<file path="src/rtl/core/tscu_pkg.sv">
// Shared types, constants and the slot classification function of the TDD slot classifier.
package tscu_pkg;

  localparam int unsigned SlotW          = 10;
  localparam int unsigned IdxW           = 8;
  localparam int unsigned SymW           = 2;
  localparam int unsigned SymbolsPerSlot = 14;
  localparam int unsigned PatW           = SymW * SymbolsPerSlot;
  localparam int unsigned ClassW         = 2;

  localparam int unsigned MaxPeriodSlots = 256;
  localparam int unsigned AddrW          = $clog2(MaxPeriodSlots);

  localparam int unsigned PeriodCfgW     = 9;
  localparam int unsigned PeriodW        = PeriodCfgW + 1;
  localparam int unsigned RemW           = PeriodW;

  localparam int unsigned DivBitsPerStep = 4;
  localparam int unsigned DivSteps       = 3;
  localparam int unsigned DivW           = DivBitsPerStep * DivSteps;
  localparam int unsigned StepCntW       = $clog2(DivSteps + 1);

  localparam int unsigned CfgIdxW        = 3;
  localparam int unsigned CfgDataW       = PeriodCfgW;

  localparam int unsigned QueueDepth     = 2;
  localparam int unsigned QPtrW          = $clog2(QueueDepth);
  localparam int unsigned QCntW          = $clog2(QueueDepth + 1);

  localparam logic [SymW-1:0] SYM_DL   = 2'd0;
  localparam logic [SymW-1:0] SYM_UL   = 2'd1;
  localparam logic [SymW-1:0] SYM_FLEX = 2'd2;

  typedef enum logic [ClassW-1:0] {
    CLASS_DL    = 2'd0,
    CLASS_UL    = 2'd1,
    CLASS_MIXED = 2'd2,
    CLASS_BOTH  = 2'd3
  } slot_class_e;

  typedef enum logic {
    ACT_WRITE = 1'b0,
    ACT_QUERY = 1'b1
  } action_e;

  typedef enum logic [CfgIdxW-1:0] {
    CFG_DUPLEX_IS_FDD         = 3'd0,
    CFG_FIRST_PERIOD_SLOTS    = 3'd1,
    CFG_SECOND_PERIOD_SLOTS   = 3'd2,
    CFG_FIRST_PATTERN_LOADED  = 3'd3,
    CFG_SECOND_PATTERN_LOADED = 3'd4
  } cfg_idx_e;

  typedef struct packed {
    logic                  duplex_is_fdd;
    logic [PeriodCfgW-1:0] first_period_slots;
    logic [PeriodCfgW-1:0] second_period_slots;
    logic                  first_pattern_loaded;
    logic                  second_pattern_loaded;
  } cfg_t;

  typedef struct packed {
    logic              is_write;
    logic              use_store;
    slot_class_e       fixed_class;
    logic [AddrW-1:0]  addr;
    logic [PatW-1:0]   pattern;
  } cmd_t;

  function automatic slot_class_e classify(input logic [PatW-1:0] pattern);
    logic [SymW-1:0] s0;
    logic            later_nz;
    slot_class_e     cls;
    s0       = pattern[SymW-1:0];
    later_nz = |pattern[PatW-1:SymW];
    if (s0 == SYM_UL) begin
      cls = CLASS_UL;
    end else if (s0 == SYM_FLEX) begin
      cls = CLASS_MIXED;
    end else if (later_nz) begin
      cls = CLASS_MIXED;
    end else begin
      cls = CLASS_DL;
    end
    return cls;
  endfunction

endpackage

</file>
<file path="src/rtl/core/tscu_intf.sv">
// Channel interfaces of the TDD slot classifier: item input, result output, register writes.
interface tscu_in_if;
  logic                         valid;
  logic                         ready;
  logic                         action;
  logic [tscu_pkg::SlotW-1:0]   slot_number;
  logic [tscu_pkg::IdxW-1:0]    entry_index;
  logic [tscu_pkg::PatW-1:0]    symbol_pattern;

  modport source(output valid, action, slot_number, entry_index, symbol_pattern,
                 input ready);
  modport sink(input valid, action, slot_number, entry_index, symbol_pattern,
               output ready);
endinterface


</file>
<file path="src/rtl/core/tscu_front.sv">
// Front end: accepts items, reduces query slots modulo the combined period, builds commands.
module tscu_front (
  input  logic            clk_i,
  input  logic            rst_ni,
  tscu_in_if.sink         in_i,
  input  tscu_pkg::cfg_t  cfg_i,
  output tscu_pkg::cmd_t  cmd_o,
  output logic            cmd_valid_o,
  input  logic            cmd_ready_i
);

  logic                               busy_q, busy_d;
  logic [tscu_pkg::StepCntW-1:0]      steps_q, steps_d;
  logic                               is_write_q;
  logic [tscu_pkg::IdxW-1:0]          idx_q;
  logic [tscu_pkg::PatW-1:0]          pat_q;
  logic [tscu_pkg::DivW-1:0]          dividend_q;
  logic [tscu_pkg::RemW-1:0]          rem_q;

  logic [tscu_pkg::PeriodW-1:0]       period;
  logic [tscu_pkg::RemW:0]            rem_w;
  logic [tscu_pkg::DivW-1:0]          div_w;
  logic [tscu_pkg::RemW-1:0]          rem_step;
  logic [tscu_pkg::DivW-1:0]          div_step;
  logic                               accept;
  logic                               done;
  logic                               is_write_in;
  logic                               skip_div;
  logic                               sel_second;
  logic                               loaded;

  assign period = {1'b0, cfg_i.first_period_slots} + {1'b0, cfg_i.second_period_slots};

  assign done        = busy_q && (steps_q == '0);
  assign in_i.ready  = !busy_q || (done && cmd_ready_i);
  assign accept      = in_i.valid && in_i.ready;
  assign is_write_in = (tscu_pkg::action_e'(in_i.action) == tscu_pkg::ACT_WRITE);
  assign skip_div    = is_write_in || cfg_i.duplex_is_fdd || (period == '0);

  // Restoring remainder, several dividend bits per cycle
  always_comb begin
    rem_w = {1'b0, rem_q};
    div_w = dividend_q;
    for (int k = 0; k < tscu_pkg::DivBitsPerStep; k++) begin
      rem_w = {rem_w[tscu_pkg::RemW-1:0], div_w[tscu_pkg::DivW-1]};
      div_w = {div_w[tscu_pkg::DivW-2:0], 1'b0};
      if (rem_w >= {1'b0, period}) begin
        rem_w = rem_w - {1'b0, period};
      end
    end
    rem_step = rem_w[tscu_pkg::RemW-1:0];
    div_step = div_w;
  end

  always_comb begin
    busy_d  = busy_q;
    steps_d = steps_q;
    if (accept) begin
      busy_d  = 1'b1;
      steps_d = skip_div ? '0 : tscu_pkg::StepCntW'(tscu_pkg::DivSteps);
    end else if (done && cmd_ready_i) begin
      busy_d = 1'b0;
    end else if (busy_q && (steps_q != '0)) begin
      steps_d = steps_q - 1'b1;
    end
  end

  always_ff @(posedge clk_i or negedge rst_ni) begin
    if (!rst_ni) begin
      busy_q  <= 1'b0;
      steps_q <= '0;
    end else begin
      busy_q  <= busy_d;
      steps_q <= steps_d;
    end
  end

  always_ff @(posedge clk_i) begin
    if (accept) begin
      is_write_q <= is_write_in;
      idx_q      <= in_i.entry_index;
      pat_q      <= in_i.symbol_pattern;
      dividend_q <= tscu_pkg::DivW'(in_i.slot_number);
      rem_q      <= '0;
    end else if (busy_q && (steps_q != '0)) begin
      dividend_q <= div_step;
      rem_q      <= rem_step;
    end
  end

  assign sel_second = (cfg_i.second_period_slots != '0) &&
                      (rem_q >= {1'b0, cfg_i.first_period_slots});
  assign loaded     = sel_second ? cfg_i.second_pattern_loaded : cfg_i.first_pattern_loaded;

  always_comb begin
    cmd_o.is_write    = is_write_q;
    cmd_o.use_store   = !is_write_q && !cfg_i.duplex_is_fdd && (period != '0) && loaded;
    cmd_o.fixed_class = cfg_i.duplex_is_fdd ? tscu_pkg::CLASS_BOTH : tscu_pkg::CLASS_DL;
    cmd_o.addr        = is_write_q ? tscu_pkg::AddrW'(idx_q) : rem_q[tscu_pkg::AddrW-1:0];
    cmd_o.pattern     = pat_q;
  end

  assign cmd_valid_o = done;

  a_rem_below_period: assert property (@(posedge clk_i) disable iff (!rst_ni)
    done && !is_write_q && (period != '0) |-> rem_q < period)
    else $error("remainder not below combined period");

  a_div_progress: assert property (@(posedge clk_i) disable iff (!rst_ni)
    busy_q && (steps_q != '0) |=> busy_q && (steps_q == $past(steps_q) - 1'b1))
    else $error("division step skipped or aborted");

endmodule

</file>
<file path="src/flat_wrapper.sv">
// flat-port wrapper written by rule: the top's interface ports become plain ports
module tscu_front_flat 
  (clk_i, rst_ni, cfg_i, cmd_o, cmd_valid_o, cmd_ready_i, in_i_valid, in_i_action, in_i_slot_number, in_i_entry_index, in_i_symbol_pattern, in_i_ready);
  tscu_in_if in_i_i ();
  input  logic clk_i;
  input  logic rst_ni;
  input  tscu_pkg::cfg_t cfg_i;
  output tscu_pkg::cmd_t cmd_o;
  output logic cmd_valid_o;
  input  logic cmd_ready_i;
  input wire logic [$bits(in_i_i.valid)-1:0] in_i_valid;
  input wire logic [$bits(in_i_i.action)-1:0] in_i_action;
  input wire logic [$bits(in_i_i.slot_number)-1:0] in_i_slot_number;
  input wire logic [$bits(in_i_i.entry_index)-1:0] in_i_entry_index;
  input wire logic [$bits(in_i_i.symbol_pattern)-1:0] in_i_symbol_pattern;
  output wire logic [$bits(in_i_i.ready)-1:0] in_i_ready;
  assign in_i_i.valid = in_i_valid;
  assign in_i_i.action = in_i_action;
  assign in_i_i.slot_number = in_i_slot_number;
  assign in_i_i.entry_index = in_i_entry_index;
  assign in_i_i.symbol_pattern = in_i_symbol_pattern;
  assign in_i_ready = in_i_i.ready;
  tscu_front u_core (.clk_i(clk_i), .rst_ni(rst_ni), .in_i(in_i_i), .cfg_i(cfg_i), .cmd_o(cmd_o), .cmd_valid_o(cmd_valid_o), .cmd_ready_i(cmd_ready_i));
endmodule
</file>
<file path="config.mk">
export PLATFORM = sky130hd
export DESIGN_NAME = tscu_front_flat
export DESIGN_NICKNAME = d
export VERILOG_FILES = /design/src/rtl/core/tscu_pkg.sv /design/src/rtl/core/tscu_intf.sv /design/src/rtl/core/tscu_front.sv /design/src/flat_wrapper.sv
export SDC_FILE = /design/constraint.sdc
export NUM_CORES = 1
export LEC_CHECK = 0
export BUFFER_PORTS_ARGS = -buffer_cell sky130_fd_sc_hd__buf_2
export CORE_MARGIN = 2
export CORE_UTILIZATION = 55
export DETAILED_ROUTE_END_ITERATION = 10
export GPL_TIMING_DRIVEN = 1
export HOLD_SLACK_MARGIN = 0.06
export PLACE_DENSITY = 0.8
export SYNTH_ARGS = -nofsm -noshare
export SYNTH_HDL_FRONTEND = slang
export SYNTH_SLANG_ARGS = --single-unit
export TNS_END_PERCENT = 1
</file>
<file path="constraint.sdc">
create_clock -name clk_i -period 16.3 [get_ports clk_i]
set_clock_uncertainty 0.2 [all_clocks]
set_input_delay 0.815 -clock clk_i [delete_from_list [all_inputs] [get_ports clk_i]]
set_output_delay 0.815 -clock clk_i [all_outputs]
set_load 0.005 [all_outputs]
</file>
==> results by group <==
Clock network
  • CTS buffer count: 9
  • H-tree depth: 3
  • Post-CTS Resized: 0
  • Clk root buf: clkbuf_8
  • Latest clock arrival within the worst-skew pair: 330 ps
  • Clock Tree Buf Depth: 2
  • Total setup buffers inserted after CTS: 0
  • CTS tree: yes
  • Clock sink count: 62
  • Worst-path clk slew: 70 ps

Placed design
  • Setup Slack @ Placement: 3480 ps
  • Gpl congestion: 0.913
  • Detailed Place HPWL: 11300 um
  • I/O Buffers: 113

Drt
  • DR WL/cell: 17.8 um
  • DRT Pass-1 Iters: 5
  • Via count: 4841
  • Detailed Route WL: 14400 um
  • Remaining DRCs: 0
  • Antenna Nets Post-Route: 0
  • Via density: 5.98
  • Drt first-iter violations: 407

GRT
  • Most Crowded Layer GR: met2
  • First-pass GRT wire length: 22800 um
  • Met1 Track Usage GR: 0.354
  • Pin count of the biggest net entering global routing: 47
  • Vias in the first global route: 4747
  • GR Layer Usage met2: 0.504
  • Initial antenna violation count: 0
  • Gr usage total: 0.287
  • Gr ovfl total: 0
  • GR Util met3: 0.0424

Logic synthesis
  • Cell area after synthesis: 0.00533 sq mm
  • Post-synth ARST share: 0.0484
  • Top cells by area, synth: edfxtp_1 (27%), ha_1 (13%), dfxtp_1 (4.5%)
  • Syn nets: 697
  • Post-synth EDFFs: 47
  • Syn Inst Count: 566
  • Top cell type's share of synthesized area: 0.265
  • Ys flop type: edfxtp_1
  • Post-synthesis sequential area ratio: 0.324
  • Ys Warns: 0
  • Post-synth top cells: nand2_1 (57), ha_1 (54), edfxtp_1 (47)
  • Count leader, synth: nand2_1
  • Synth Register Bits: 62
  • Syn avg cell area: 9.41 sq um
  • Largest area contributor in the netlist: edfxtp_1
  • Yosys cell types: 78

Die
  • Die H: 102 um
  • DIE WIDTH: 102 um
  • # rows: 35
  • Die area: 0.0105 sq mm
  • I/O pin count: 114
  • Core Area: 0.00933 sq mm
  • Initial Utilization: 0.571

Cells and area
  • # diodes: 0
  • Fill cells: 759
  • Final nets: 807
  • Area Growth Syn to Fin: 16.2%
  • Share of cells above drive strength 1: 0.242

Hold path
  • Hold EP: u_core.dividend_q[11]
  • Hold Crit Start: u_core.dividend_q[7]
  • HP Class: flop to flop
  • Hold Crit Depth: 2

Worst setup path
  • Req. time, crit path: 16310 ps
  • CP Capture Type: flop
  • Crit Path Max Fanout: 21
  • Flop-to-flop setup slack: 5330 ps
  • Crit path DAT: 12620 ps
  • Startpoint type of the worst setup path: input pin
  • Crit path largest cell delay: 730 ps
  • Critical path type: input pin to flop
  • Slowest-stage cell, CP: a211oi_2
  • Worst reg2reg path endpoint: u_core.rem_q[7]
  • Worst Reg-to-Reg Cells: 42
  • RR Startpoint: u_core.rem_q[2]
  • Cell repeated most along the worst path: o21ai_0

STA
  • TNS Setup: 0 ps
  • Final Hold Vio Count: 0
  • Worst slew pin tran: 909 ps
  • Final setup violating endpoints: 0
  • Tmin final: 12610 ps
  • RSZ-0062 raised after global routing: false
  • Period utilisation layout: 0.774
  • Max-slew violations: 0
  • Max frequency: 79.3 MHz
  • Relative slew slack: 0.393
  • Final setup margin: 3690 ps

Run
  • Max Cap Viol: 0

Outcome
  • Outcome: finished clean
layout make-up:
type	count	area [sq um]	area share
Multi-Input combinational cell	440	3320	0.536
Sequential cell	62	1730	0.279
Timing Repair Buffer	116	591	0.0955
Inverter	47	176	0.0285
Tap cell	129	161	0.0261
Clock buffer	10	128	0.0206
Clock inverter	6	86.3	0.0140
timing repair:
| item | in CTS | in global routing |
|---|---|---|
| hold buffers | 1 | 0 |
| endpoints found under the setup margin | 0 | 0 |
| hold endpoints to repair | 3 | 0 |
registers in the layout, indices dropped and copies added, names as in the netlist:
register	cells
u_core.pat_q	28
u_core.dividend_q	12
u_core.rem_q	10
u_core.idx_q	8
u_core.steps_q	2
u_core.busy_q	1
u_core.is_write_q	1
layer usage:
layer | vias up | wire length (um)
li1 | 2301 | -
met1 | 2286 | 5760
met2 | 211 | 7230
met3 | 43 | 946
met4 | 0 | 486
met5 | - | 0
through the flow:
step / instances / instance area [sq um] / util / hold slack [ps]
finish: 810 / 6190 / 0.663 / 241
global route: 810 / 6190 / 0.663 / 308
CTS: 810 / 6190 / 0.663 / 246
detailed placement: 793 / 5960 / 0.639 / 230
global placement: 793 / 5960 / 0.639 / 227
floorplan: 566 / 5330 / - / 218
critical path: cells and delay by family:
kind,cells,cell delay [ps]
adders and majority gates,7,2070
and+or+nand+nor,12,1690
buffers and inverters,4,320
AOI/OAI and AO/OA,24,6260
muxes,2,810
xor gates and xnor gates,1,630
cell families (layout without fill, tap and decap cells):
logic type,count (synthesis),count (layout),share of synthesized area
flops,62,62,0.324
fa+ha+maj,64,64,0.156
buf+inv,64,179,0.0529
xor+xnor,33,33,0.0543
simple gates,172,172,0.161
mux,30,30,0.0604
compound gates,141,141,0.191
placed cells by master (no fill, tap or decap), types with 5 or more instances in the layout:
| cell | netlist | layout |
|---|---|---|
| inv_1 | 45 | 45 |
| nor3_1 | 9 | 9 |
| ha_1 | 54 | 54 |
| o31ai_1 | 7 | 7 |
| a31oi_1 | 6 | 6 |
| or3_1 | 5 | 5 |
| nand2b_1 | 12 | 12 |
| a21oi_1 | 26 | 26 |
| xnor2_1 | 25 | 25 |
| nand2_1 | 57 | 57 |
| buf_2 | 0 | 113 |
| edfxtp_1 | 47 | 47 |
| clkbuf_8 | 0 | 9 |
| mux2i_1 | 16 | 16 |
| o21ai_1 | 7 | 7 |
| and3_1 | 9 | 9 |
| xor2_1 | 8 | 8 |
| o21a_1 | 6 | 6 |
| nor2_1 | 32 | 32 |
| mux2_2 | 13 | 13 |
| nand4_1 | 9 | 9 |
| nor2b_1 | 12 | 12 |
| nand3_1 | 8 | 8 |
| o21ai_0 | 28 | 28 |
| fa_1 | 5 | 5 |
| a21o_1 | 10 | 10 |
| dfxtp_1 | 12 | 12 |
worst max path at each step:
stage / startpoint / endpoint / slack (ps) / cells past startpoint
2_1_floorplan: cfg_i[2] / u_core.rem_q[1] / 5470 / 53
3_3_place_gp: cfg_i[2] / u_core.rem_q[1] / 4010 / 50
3_5_place_dp: cfg_i[2] / u_core.rem_q[7] / 3480 / 50
4_1_cts: cfg_i[2] / u_core.rem_q[7] / 3810 / 50
5_1_grt: cfg_i[2] / u_core.rem_q[0] / 2470 / 50
6_report: cfg_i[2] / u_core.rem_q[7] / 3690 / 50
Power is not shown: default switching activity piles up to over one toggle a cycle in this logic, so the estimate is an artifact.
