**src/rtl/core/tscu_pkg.sv**
```systemverilog
// Shared types, constants and the slot classification function of the TDD slot classifier.
package tscu_pkg;

  localparam int unsigned SlotW          = 10;
  localparam int unsigned IdxW           = 8;
  localparam int unsigned SymW           = 2;
  localparam int unsigned SymbolsPerSlot = 14;
  localparam int unsigned PatW           = SymW * SymbolsPerSlot;
  localparam int unsigned ClassW         = 2;

  localparam int unsigned MaxPeriodSlots = 256;
  localparam int unsigned AddrW          = $clog2(MaxPeriodSlots);

  localparam int unsigned PeriodCfgW     = 9;
  localparam int unsigned PeriodW        = PeriodCfgW + 1;
  localparam int unsigned RemW           = PeriodW;

  localparam int unsigned DivBitsPerStep = 4;
  localparam int unsigned DivSteps       = 3;
  localparam int unsigned DivW           = DivBitsPerStep * DivSteps;
  localparam int unsigned StepCntW       = $clog2(DivSteps + 1);

  localparam int unsigned CfgIdxW        = 3;
  localparam int unsigned CfgDataW       = PeriodCfgW;

  localparam int unsigned QueueDepth     = 2;
  localparam int unsigned QPtrW          = $clog2(QueueDepth);
  localparam int unsigned QCntW          = $clog2(QueueDepth + 1);

  localparam logic [SymW-1:0] SYM_DL   = 2'd0;
  localparam logic [SymW-1:0] SYM_UL   = 2'd1;
  localparam logic [SymW-1:0] SYM_FLEX = 2'd2;

  typedef enum logic [ClassW-1:0] {
    CLASS_DL    = 2'd0,
    CLASS_UL    = 2'd1,
    CLASS_MIXED = 2'd2,
    CLASS_BOTH  = 2'd3
  } slot_class_e;

  typedef enum logic {
    ACT_WRITE = 1'b0,
    ACT_QUERY = 1'b1
  } action_e;

  typedef enum logic [CfgIdxW-1:0] {
    CFG_DUPLEX_IS_FDD         = 3'd0,
    CFG_FIRST_PERIOD_SLOTS    = 3'd1,
    CFG_SECOND_PERIOD_SLOTS   = 3'd2,
    CFG_FIRST_PATTERN_LOADED  = 3'd3,
    CFG_SECOND_PATTERN_LOADED = 3'd4
  } cfg_idx_e;

  typedef struct packed {
    logic                  duplex_is_fdd;
    logic [PeriodCfgW-1:0] first_period_slots;
    logic [PeriodCfgW-1:0] second_period_slots;
    logic                  first_pattern_loaded;
    logic                  second_pattern_loaded;
  } cfg_t;

  typedef struct packed {
    logic              is_write;
    logic              use_store;
    slot_class_e       fixed_class;
    logic [AddrW-1:0]  addr;
    logic [PatW-1:0]   pattern;
  } cmd_t;

  function automatic slot_class_e classify(input logic [PatW-1:0] pattern);
    logic [SymW-1:0] s0;
    logic            later_nz;
    slot_class_e     cls;
    s0       = pattern[SymW-1:0];
    later_nz = |pattern[PatW-1:SymW];
    if (s0 == SYM_UL) begin
      cls = CLASS_UL;
    end else if (s0 == SYM_FLEX) begin
      cls = CLASS_MIXED;
    end else if (later_nz) begin
      cls = CLASS_MIXED;
    end else begin
      cls = CLASS_DL;
    end
    return cls;
  endfunction

endpackage

```
**src/rtl/core/tscu_queue.sv**
```systemverilog
// Two-entry command queue between front end and back end.
module tscu_queue (
  input  logic            clk_i,
  input  logic            rst_ni,
  input  tscu_pkg::cmd_t  push_cmd_i,
  input  logic            push_valid_i,
  output logic            push_ready_o,
  output tscu_pkg::cmd_t  pop_cmd_o,
  output logic            pop_valid_o,
  input  logic            pop_ready_i
);

  tscu_pkg::cmd_t                entry_q [tscu_pkg::QueueDepth];
  logic [tscu_pkg::QPtrW-1:0]    wr_ptr_q, rd_ptr_q;
  logic [tscu_pkg::QCntW-1:0]    count_q;
  logic                          push, pop;

  assign push_ready_o = (count_q != tscu_pkg::QCntW'(tscu_pkg::QueueDepth));
  assign pop_valid_o  = (count_q != '0);
  assign push         = push_valid_i && push_ready_o;
  assign pop          = pop_valid_o && pop_ready_i;
  assign pop_cmd_o    = entry_q[rd_ptr_q];

  always_ff @(posedge clk_i or negedge rst_ni) begin
    if (!rst_ni) begin
      wr_ptr_q <= '0;
      rd_ptr_q <= '0;
      count_q  <= '0;
    end else begin
      if (push) begin
        wr_ptr_q <= (wr_ptr_q == tscu_pkg::QPtrW'(tscu_pkg::QueueDepth - 1)) ? '0
                                                                              : wr_ptr_q + 1'b1;
      end
      if (pop) begin
        rd_ptr_q <= (rd_ptr_q == tscu_pkg::QPtrW'(tscu_pkg::QueueDepth - 1)) ? '0
                                                                              : rd_ptr_q + 1'b1;
      end
      if (push && !pop) begin
        count_q <= count_q + 1'b1;
      end else if (pop && !push) begin
        count_q <= count_q - 1'b1;
      end
    end
  end

  always_ff @(posedge clk_i) begin
    if (push) begin
      entry_q[wr_ptr_q] <= push_cmd_i;
    end
  end

  a_count_bound: assert property (@(posedge clk_i) disable iff (!rst_ni)
    count_q <= tscu_pkg::QCntW'(tscu_pkg::QueueDepth))
    else $error("queue count out of range");

  a_empty_ptrs: assert property (@(posedge clk_i) disable iff (!rst_ni)
    (count_q == '0) |-> (wr_ptr_q == rd_ptr_q))
    else $error("queue pointers disagree with empty count");

endmodule

```
**config.mk**
```make
export PLATFORM = sky130hd
export DESIGN_NAME = tscu_queue
export DESIGN_NICKNAME = d
export VERILOG_FILES = /design/src/rtl/core/tscu_pkg.sv /design/src/rtl/core/tscu_queue.sv
export SDC_FILE = /design/constraint.sdc
export NUM_CORES = 1
export LEC_CHECK = 0
export BUFFER_PORTS_ARGS = -buffer_cell sky130_fd_sc_hd__clkbuf_2
export CAP_MARGIN = 20
export CORE_MARGIN = 1
export CORE_UTILIZATION = 47
export DETAILED_ROUTE_END_ITERATION = 8
export PLACE_DENSITY = 0.73
export SETUP_SLACK_MARGIN = 0.4
export SLEW_MARGIN = 20
export SYNTH_ARGS = -nofsm -noshare
export SYNTH_HDL_FRONTEND = slang
export SYNTH_SLANG_ARGS = --single-unit
```
**constraint.sdc**
```tcl
create_clock -name clk_i -period 2.76 [get_ports clk_i]
set_input_delay 0.552 -clock clk_i [delete_from_list [all_inputs] [get_ports clk_i]]
set_output_delay 0.552 -clock clk_i [all_outputs]
set_load 0.01 [all_outputs]
```
==> impl_results.md, run 1 <==
* Status: finished, final reports clean
* Vias at 1565
* Min cycle time layout at 2270 ps
* Endpoint class of the critical path: primary output
* Cell taking the most area after synthesis: edfxtp_1
* Final setup fails at 0
* RSZ-0062 raised after global routing: no
* CTS Root Cell: clkbuf_8
* DP HPWL at 3390 um
* Reg clk slew, reported paths at 90 ps
* DRC viols at 0
* Endpoints failing hold at 0
* Crit-path max FO at 14
* Antenna violations before repair at 0
* Remaining global-route overflow at 0
* Largest net degree at the start of global routing at 41
* Input/output buffers at 85
* Relative slew margins at 63.8%
* Area Overhead vs Synth at 21.0%
* Worst slew pin tran at 544 ps
* Core footprint at 6760 um2
* WHS at 392 ps
* Asr flop ratio synth at 4.76%
* GR Util All Layers at 14.8%
* IO Count at 86
* Die Y at 85.6 um
* Final worst slack at 493 ps
* CTS buffer count at 9
* Syn. warnings at 0
* Most frequent cell after synthesis: edfxtp_1
* CTS tree: built
* Max-cap violations at 0
* Die width at 85.6 um
* Post-synth EDFFs at 80
* Maximum vdd drop at 0.000803 V
* Comb pwr share at 33.7%
* Initial Util at 48.6%
* Switch share at 29.4%
* Cell class contributing the biggest share of worst-path delay: flip-flops
* Worst-Skew Late Latency at 340 ps
* Crit path DAT at 1720 ps
* Setup CP Type: reg -> out
* H-tree depth at 3
* Inst Count DP at 307
* Fill cells at 505
* Finished Layout Cells at 324
* Row count at 30
* # diodes at 0
* Die area at 7330 um2
* Drt pass-1 iters at 4
* Cell variety after synth at 15
* Routed len/inst at 15.8 um
* CP Cell Sequence: buf_4, mux2_4, clkbuf_2
* Register Area at 2510 um2
* Max-slew violations at 0
* Critical-path top delay cell: dfrtp_4
* Syn_nets at 188
* First-pass GRT wire length at 7830 um
* Clock Sinks at 84
* Vias/cell at 4.83
* Gate Count Post-Synth at 143
* Int Pwr at 0.00290 W
* Fraction of layout cells with a size suffix above 1 at 59.8%
* Multi-input combinational cell area at 696 um2
* Clock power share at 20.3%
* Maximum clock frequency at 441 MHz
* Clock buffer depth at 2
* Clock skew at 6.26 ps
* Worst path bufs/invs at 2
* Largest cells by area after synthesis: edfxtp_1 73%, mux2_4 18%, dfrtp_1 3.0%
* Predominant post-synthesis flop cell: edfxtp_1
* PwrDens at 1030 nW/um2
* P_leak at 1.64 nW
* Crit start category: flop
* Post-CTS Setup Bufs at 0
* Yosys reg bits at 84
* Post-synthesis area per instance at 23.0 um2
* Fin nets at 284
* Slowest stage delay, CP at 580 ps
* Vias in the first global route at 1551
* Sw Pwr at 0.00121 W
* Sequential fraction of the synthesis area at 76.2%
* Post-Syn Area at 3280 um2
* CP Data Required Time at 2210 ps
* Initial DRC count at 81
* Setup TNS at 0 ps
* Hold crit path type: in -> reg
* Top-area cell type share of the netlist area at 73.1%
* Reg power frac at 46.0%
* GPL Wtd Cong at 0.684
* Post-DRT Antenna Nets at 0
* Final Util at 58.8%
* Final Cycle Share at 82.1%
* Post-place setup slack at 763 ps
* DRT Wirelength at 5120 um
* Post-synth top cells: 80 x edfxtp_1, 39 x mux2_4, 4 x buf_12, 4 x dfrtp_1, 3 x xnor2_1
## layout by cell type (no fill, tap or decap)
master | netlist | final
clkbuf_8 | 0 | 9
nand2b_1 | 1 | 1
edfxtp_1 | 80 | 80
clkinv_2 | 0 | 1
bufinv_16 | 0 | 1
nand2_1 | 2 | 2
xor2_1 | 2 | 2
or2_1 | 1 | 1
dlygate4sd3_1 | 0 | 1
mux2_4 | 39 | 39
clkinvlp_4 | 0 | 1
and3_2 | 0 | 1
clkinv_1 | 0 | 2
dfrtp_1 | 4 | 3
nor2_1 | 2 | 1
buf_12 | 4 | 1
clkbuf_2 | 0 | 85
xnor2_1 | 3 | 3
mux2_2 | 1 | 1
nor2_4 | 0 | 1
ha_1 | 1 | 1
buf_4 | 0 | 3
dfrtp_4 | 0 | 1
clkinv_4 | 0 | 2
inv_1 | 1 | 1
## power groups by stage
stage | combinational, W | sequential, W | clock, W
after floorplan | 0.00112 | 0.00184 | 0
after global placement | 0.00140 | 0.00190 | 0
after detailed placement | 0.00141 | 0.00192 | 0
after CTS | 0.00142 | 0.00190 | 0.000860
after global routing | 0.00148 | 0.00192 | 0.000912
final | 0.00139 | 0.00189 | 0.000835
## cell type report
type	instances	area share (%)
sequential	84	63.0
multi-input combinational	53	17.5
timing repair buffer	90	12.0
clock buffer	9	3.12
tap	80	2.52
clock inverter	7	1.70
inverter	1	0.0944
## registers in the layout, summed over array words and instances (netlist names)
register and flops:
entry_q 80, count_q 2, rd_ptr_q 1, wr_ptr_q 1
## repair_timing
| item | in CTS | in global routing |
|---|---|---|
| gates resized for setup | 1 | 0 |
| hold endpoints to repair | 4 | 0 |
| hold buffers | 1 | 0 |
| endpoints found under the setup margin | 12 | 0 |
## layer usage
metal	vias to the layer above	wire length, um	global-route usage, %
met5	-	0	0
met4	0	61	6.36
met3	5	265	4.81
met2	47	2770	24.8
met1	769	2030	17.5
li1	744	-	-
## kinds of logic after synthesis
logic type,synth area share [%]
xor gates and xnor gates,1.33
adders and majority gates,0.381
buffers and inverters,2.90
DFF,76.2
muxes,18.2
and+or+nand+nor,1.03
## final timing paths
kind | start | to | slack, ps | cells past startpoint
max | rd_ptr_q | pop_cmd_o[37] | 490 | 3
min | push_cmd_i[15] | entry_q[0][15] | 390 | 1
max reg2reg | count_q[0] | entry_q[0][23] | 1110 | 4
min reg2reg | count_q[1] | count_q[1] | 500 | 1
max in group asynchronous | rst_ni | rd_ptr_q | 2060 | 2
min in group asynchronous | rst_ni | count_q[1] | 560 | 2
## through the flow
stage | instance area, um2 | power, W
2_1_floorplan | 3290 | 0.00297
3_3_place_gp | 3770 | 0.00330
3_5_place_dp | 3770 | 0.00333
4_1_cts | 3980 | 0.00417
5_1_grt | 3980 | 0.00432
6_report | 3980 | 0.00411
(Power assumes the default switching activity.)
==> run 2: changes to the inputs <==
- clock period: 2.76 -> 2 ns (I/O delays scaled with it)
==> impl_results.md, run 2 (synthesis results as in run 1) <==
* Post-DRT Antenna Nets at 0
* GR Util All Layers at 14.3%
* Remaining global-route overflow at 0
* Comb pwr share at 36.0%
* Switch share at 28.3%
* Fraction of layout cells with a size suffix above 1 at 61.0%
* Routed len/inst at 15.1 um
* RSZ-0062 raised after global routing: yes
* Endpoint class of the critical path: primary output
* Number of flip-flops in the largest register at 80
* Endpoints failing hold at 0
* Commonest non-fill, non-tap cell in the layout: clkbuf_2
* Die area at 7330 um2
* Reg2Reg Setup Slack at 540 ps
* Post-CTS sizing at 0
* CTS buffer count at 9
* Worst slew pin tran at 340 ps
* Commonest non-fill, non-tap cells in the layout: 85 x clkbuf_2, 80 x edfxtp_1, 39 x mux2_4
* Clock power share at 21.1%
* Initial DRC count at 46
* Initial Util at 48.6%
* Antenna violations before repair at 0
* Worst R2R Path Depth at 5
* Maximum clock frequency at 549 MHz
* GPL Wtd Cong at 0.648
* DRC viols at 0
* Relative slew margins at 77.3%
* IO Count at 86
* Input/output buffers at 85
* CTS Root Cell: clkbuf_8
* Post-place setup slack at 517 ps
* Area Overhead vs Synth at 23.8%
* Status: finished, final reports clean
* Min cycle time layout at 1820 ps
* Max-slew violations at 0
* Fill cells at 521
* First-pass GRT wire length at 7580 um
* Max-cap violations at 0
* CP Data Required Time at 1600 ps
* Vias/cell at 4.78
* Reg2reg end: entry_q[0][27]
* Core footprint at 6760 um2
* Largest net degree at the start of global routing at 25
* Hold crit path type: in -> reg
* Final setup fails at 0
* Vias at 1572
* R2R Path Start: count_q[1]
* Worst-Skew Late Latency at 340 ps
* Crit path DAT at 1420 ps
* Crit start category: flop
* PwrDens at 1450 nW/um2
* H-tree depth at 3
* Drt pass-1 iters at 4
* Worst hold path startpoint: push_cmd_i[20]
* Crit-path max FO at 23
* Biggest registers after layout: entry_q: 80 flops, count_q: 2 flops
* Reg clk slew, reported paths at 90 ps
* DP HPWL at 3410 um
* Die Y at 85.6 um
* Clock skew at 12.6 ps
* DRT Wirelength at 4970 um
* Maximum vdd drop at 0.00101 V
* Clock buffer depth at 2
* Hold path endpoint: entry_q[1][20]
* Hold-critical path depth at 1
* Row count at 30
* Final Cycle Share at 91.1%
* Setup TNS at 0 ps
* Fin nets at 289
* Clock Sinks at 84
* CTS tree: built
* # diodes at 0
* Largest register by flop count: entry_q
* P_leak at 1.69 nW
* Die width at 85.6 um
* Int Pwr at 0.00424 W
* Vias in the first global route at 1599
* Setup CP Type: reg -> out
* Sw Pwr at 0.00167 W
* Final worst slack at 177 ps
* Reg power frac at 42.9%
-- run 2: worst max path at each step --
stage / start / end / slack [ps]
final: rd_ptr_q / pop_cmd_o[16] / 180
after CTS: rd_ptr_q / pop_cmd_o[16] / 140
after detailed placement: rd_ptr_q / pop_cmd_o[16] / 520
after global routing: rd_ptr_q / pop_cmd_o[16] / 110
after global placement: rd_ptr_q / pop_cmd_o[16] / 520
after floorplan: count_q[0] / entry_q[0][0] / 360
-- run 2: power groups by stage --
stage	Clock [W]	Combinational (W)	Sequential, W
after global placement	0	0.00208	0.00257
after global routing	0.00137	0.00228	0.00257
after floorplan	0	0.00157	0.00255
after CTS	0.00129	0.00211	0.00255
after detailed placement	0	0.00211	0.00259
final	0.00125	0.00213	0.00253
-- run 2: cell type report --
class                           count  area [um2]  area share, %
Multi-Input combinational cell     53         711           17.5
Timing Repair Buffer               95         541           13.3
Tap cell                           80         100           2.46
Sequential cell                    84        2500           61.6
Inverter                            1        3.75         0.0923
Clock inverter                      5        76.3           1.88
Clock buffer                       11         131           3.23
-- run 2: what timing repair did --
item                                   in CTS  in global routing
setup endpoints to repair                  40                 41
buffers inserted                            0                  3
hold buffers                                1                  0
endpoints found under the hold margin       4                  0
-- run 2: metrics by stage --
stage	total power, W	cells	hold slack, ps	cell area, um2	util, %
final	0.00591	329	244	4070	60.2
after global routing	0.00622	329	218	4070	60.2
after CTS	0.00595	326	225	4040	59.9
after detailed placement	0.00470	309	221	3830	56.6
after global placement	0.00465	309	215	3830	56.6
after floorplan	0.00412	143	104	3310	-
-- run 2: critical path: stages, from the launching register on --
cell and delay [ps]:
dfrtp_2 410, buf_12 210, mux2_4 330, clkbuf_2 130
-- run 2: routing by layer --
metal / part of all wire, % / GRT usage, % / vias to the layer above
li1: - / - / 755
met1: 41 / 15.6 / 767
met2: 53 / 24.7 / 42
met3: 4.0 / 4.23 / 8
met4: 2.3 / 8.79 / 0
met5: 0 / 0 / -
==> run 3: changes to the inputs <==
- CORE_MARGIN: 1 -> not set
- CORE_UTILIZATION: 47 -> 40
- CTS_BUF_LIST: not set -> sky130_fd_sc_hd__clkbuf_4
- PLACE_DENSITY: 0.73 -> 0.64
==> impl_results.md, run 3 (synthesis results as in run 1) <==
* Status: finished, final reports clean
* Max-cap violations at 0
* Setup crit start: rd_ptr_q
* RSZ-0062 raised after global routing: yes
* Reg2Reg Setup Slack at 480 ps
* Input/output buffers at 85
* Core footprint at 7850 um2
* Post-place setup slack at 388 ps
* Setup CP Type: reg -> out
* Hold crit path type: in -> reg
* Min cycle time layout at 1930 ps
* Worst slew pin tran at 315 ps
* Drt pass-1 iters at 4
* Antenna violations before repair at 0
* DP HPWL at 3430 um
* CTS buffer count at 9
* CTS Root Cell: clkbuf_4
* Hold path endpoint: entry_q[0][13]
* H-tree depth at 3
* Crit start category: flop
* Routed len/inst at 14.9 um
* Maximum clock frequency at 518 MHz
* Reg clk slew, reported paths at 120 ps
* Number of flip-flops in the largest register at 80
* Worst hold path startpoint: push_cmd_i[13]
* DRT Wirelength at 5250 um
* Maximum vdd drop at 0.000868 V
* Vias/cell at 4.53
* Final setup fails at 0
* Relative slew margins at 79.0%
* CP Data Required Time at 1600 ps
* Hold-critical path depth at 1
* Commonest non-fill, non-tap cell in the layout: edfxtp_1
* Die Y at 92.6 um
* Vias in the first global route at 1647
* First-pass GRT wire length at 8250 um
* Largest register by flop count: entry_q
* Final worst slack at 70.5 ps
* IO Count at 86
* Biggest registers after layout: entry_q: 80 flops, count_q: 2 flops
* P_leak at 1.71 nW
* Endpoint class of the critical path: primary output
* Clock Sinks at 84
* Vias at 1598
* CTS tree: built
* Worst R2R Path Depth at 6
* Clock skew at 11.6 ps
* R2R Path Start: count_q[1]
* Fill cells at 686
* GR Util All Layers at 13.4%
* Initial DRC count at 51
* Fraction of layout cells with a size suffix above 1 at 63.3%
* Area Overhead vs Synth at 26.6%
* Post-DRT Antenna Nets at 0
* DRC viols at 0
* Die area at 8580 um2
* Crit path DAT at 1530 ps
* Largest net degree at the start of global routing at 40
* PwrDens at 1410 nW/um2
* Commonest non-fill, non-tap cells in the layout: 80 x edfxtp_1, 69 x clkbuf_2, 40 x mux2_4
* Crit-path max FO at 21
* Endpoints failing hold at 0
* Final Cycle Share at 96.5%
* Setup TNS at 0 ps
* Remaining global-route overflow at 0
* Initial Util at 41.9%
* Worst-Skew Late Latency at 410 ps
* Fin nets at 292
* Max-slew violations at 0
* Die width at 92.6 um
* Clock buffer depth at 2
* Row count at 32
* # diodes at 0
* GPL Wtd Cong at 0.629
* Total power at 0.00587 W
* Reg2reg end: entry_q[0][1]
## run 3: changes by cell type in the layout (fill, tap and decap cells not counted), moves of 2 or more
cell / previous run / this run
clkbuf_2: 85 / 69
clkbuf_8: 9 / 0
buf_6: 0 / 16
buf_4: 6 / 8
clkbuf_1: 2 / 0
clkbuf_4: 0 / 11
## run 3: power breakdown
part / switching [W] / internal [W] / total, W
logic: 0.00104 / 0.00135 / 0.00239
clock network: 0.000525 / 0.000404 / 0.000929
registers: 0.000137 / 0.00241 / 0.00254
## run 3: critical path, stage by stage, from the launching register on
cell      delay, ps
dfrtp_2         450
buf_12          210
mux2_4          320
clkbuf_2        130
## run 3: cell type report
| type | count | area, um2 | area share (%) |
|---|---|---|---|
| Timing Repair Buffer | 98 | 661 | 15.9 |
| Multi-Input combinational cell | 53 | 729 | 17.5 |
| Sequential cell | 84 | 2500 | 60.2 |
| Clock inverter | 4 | 51.3 | 1.23 |
| Clock buffer | 11 | 82.6 | 1.99 |
| Tap cell | 102 | 128 | 3.07 |
| Inverter | 1 | 3.75 | 0.0903 |
## run 3: metrics by stage
step                      util (%)  hold slack [ps]  area (um2)  instances
after floorplan                  -              104        3310        143
after detailed placement      49.0              221        3850        330
after global routing          53.0              122        4160        353
after global placement        49.0              214        3850        330
final                         53.0              170        4160        353
after CTS                     51.4              137        4040        352
## run 3: worst max path at each step
stage,endpoint,slack (ps),cells past startpoint
floorplan,entry_q[0][0],360,3
global route,pop_cmd_o[29],-30,3
CTS,pop_cmd_o[19],20,3
global placement,pop_cmd_o[19],390,3
detailed placement,pop_cmd_o[19],390,3
finish,pop_cmd_o[29],70,3
## run 3: repair_timing
action	in CTS	in global routing
endpoints found under the setup margin	41	42
hold buffers	1	0
gates resized for setup	0	36
setup buffers	6	1
hold endpoints to repair	4	0
pin swaps	1	0
## run 3: layer usage
metal	part of all wire, %	up-vias	GRT usage, %
met3	4.7	12	3.78
met1	43	776	16.2
li1	-	763	-
met4	2.6	0	7.69
met5	0	-	0
met2	50	47	21.7
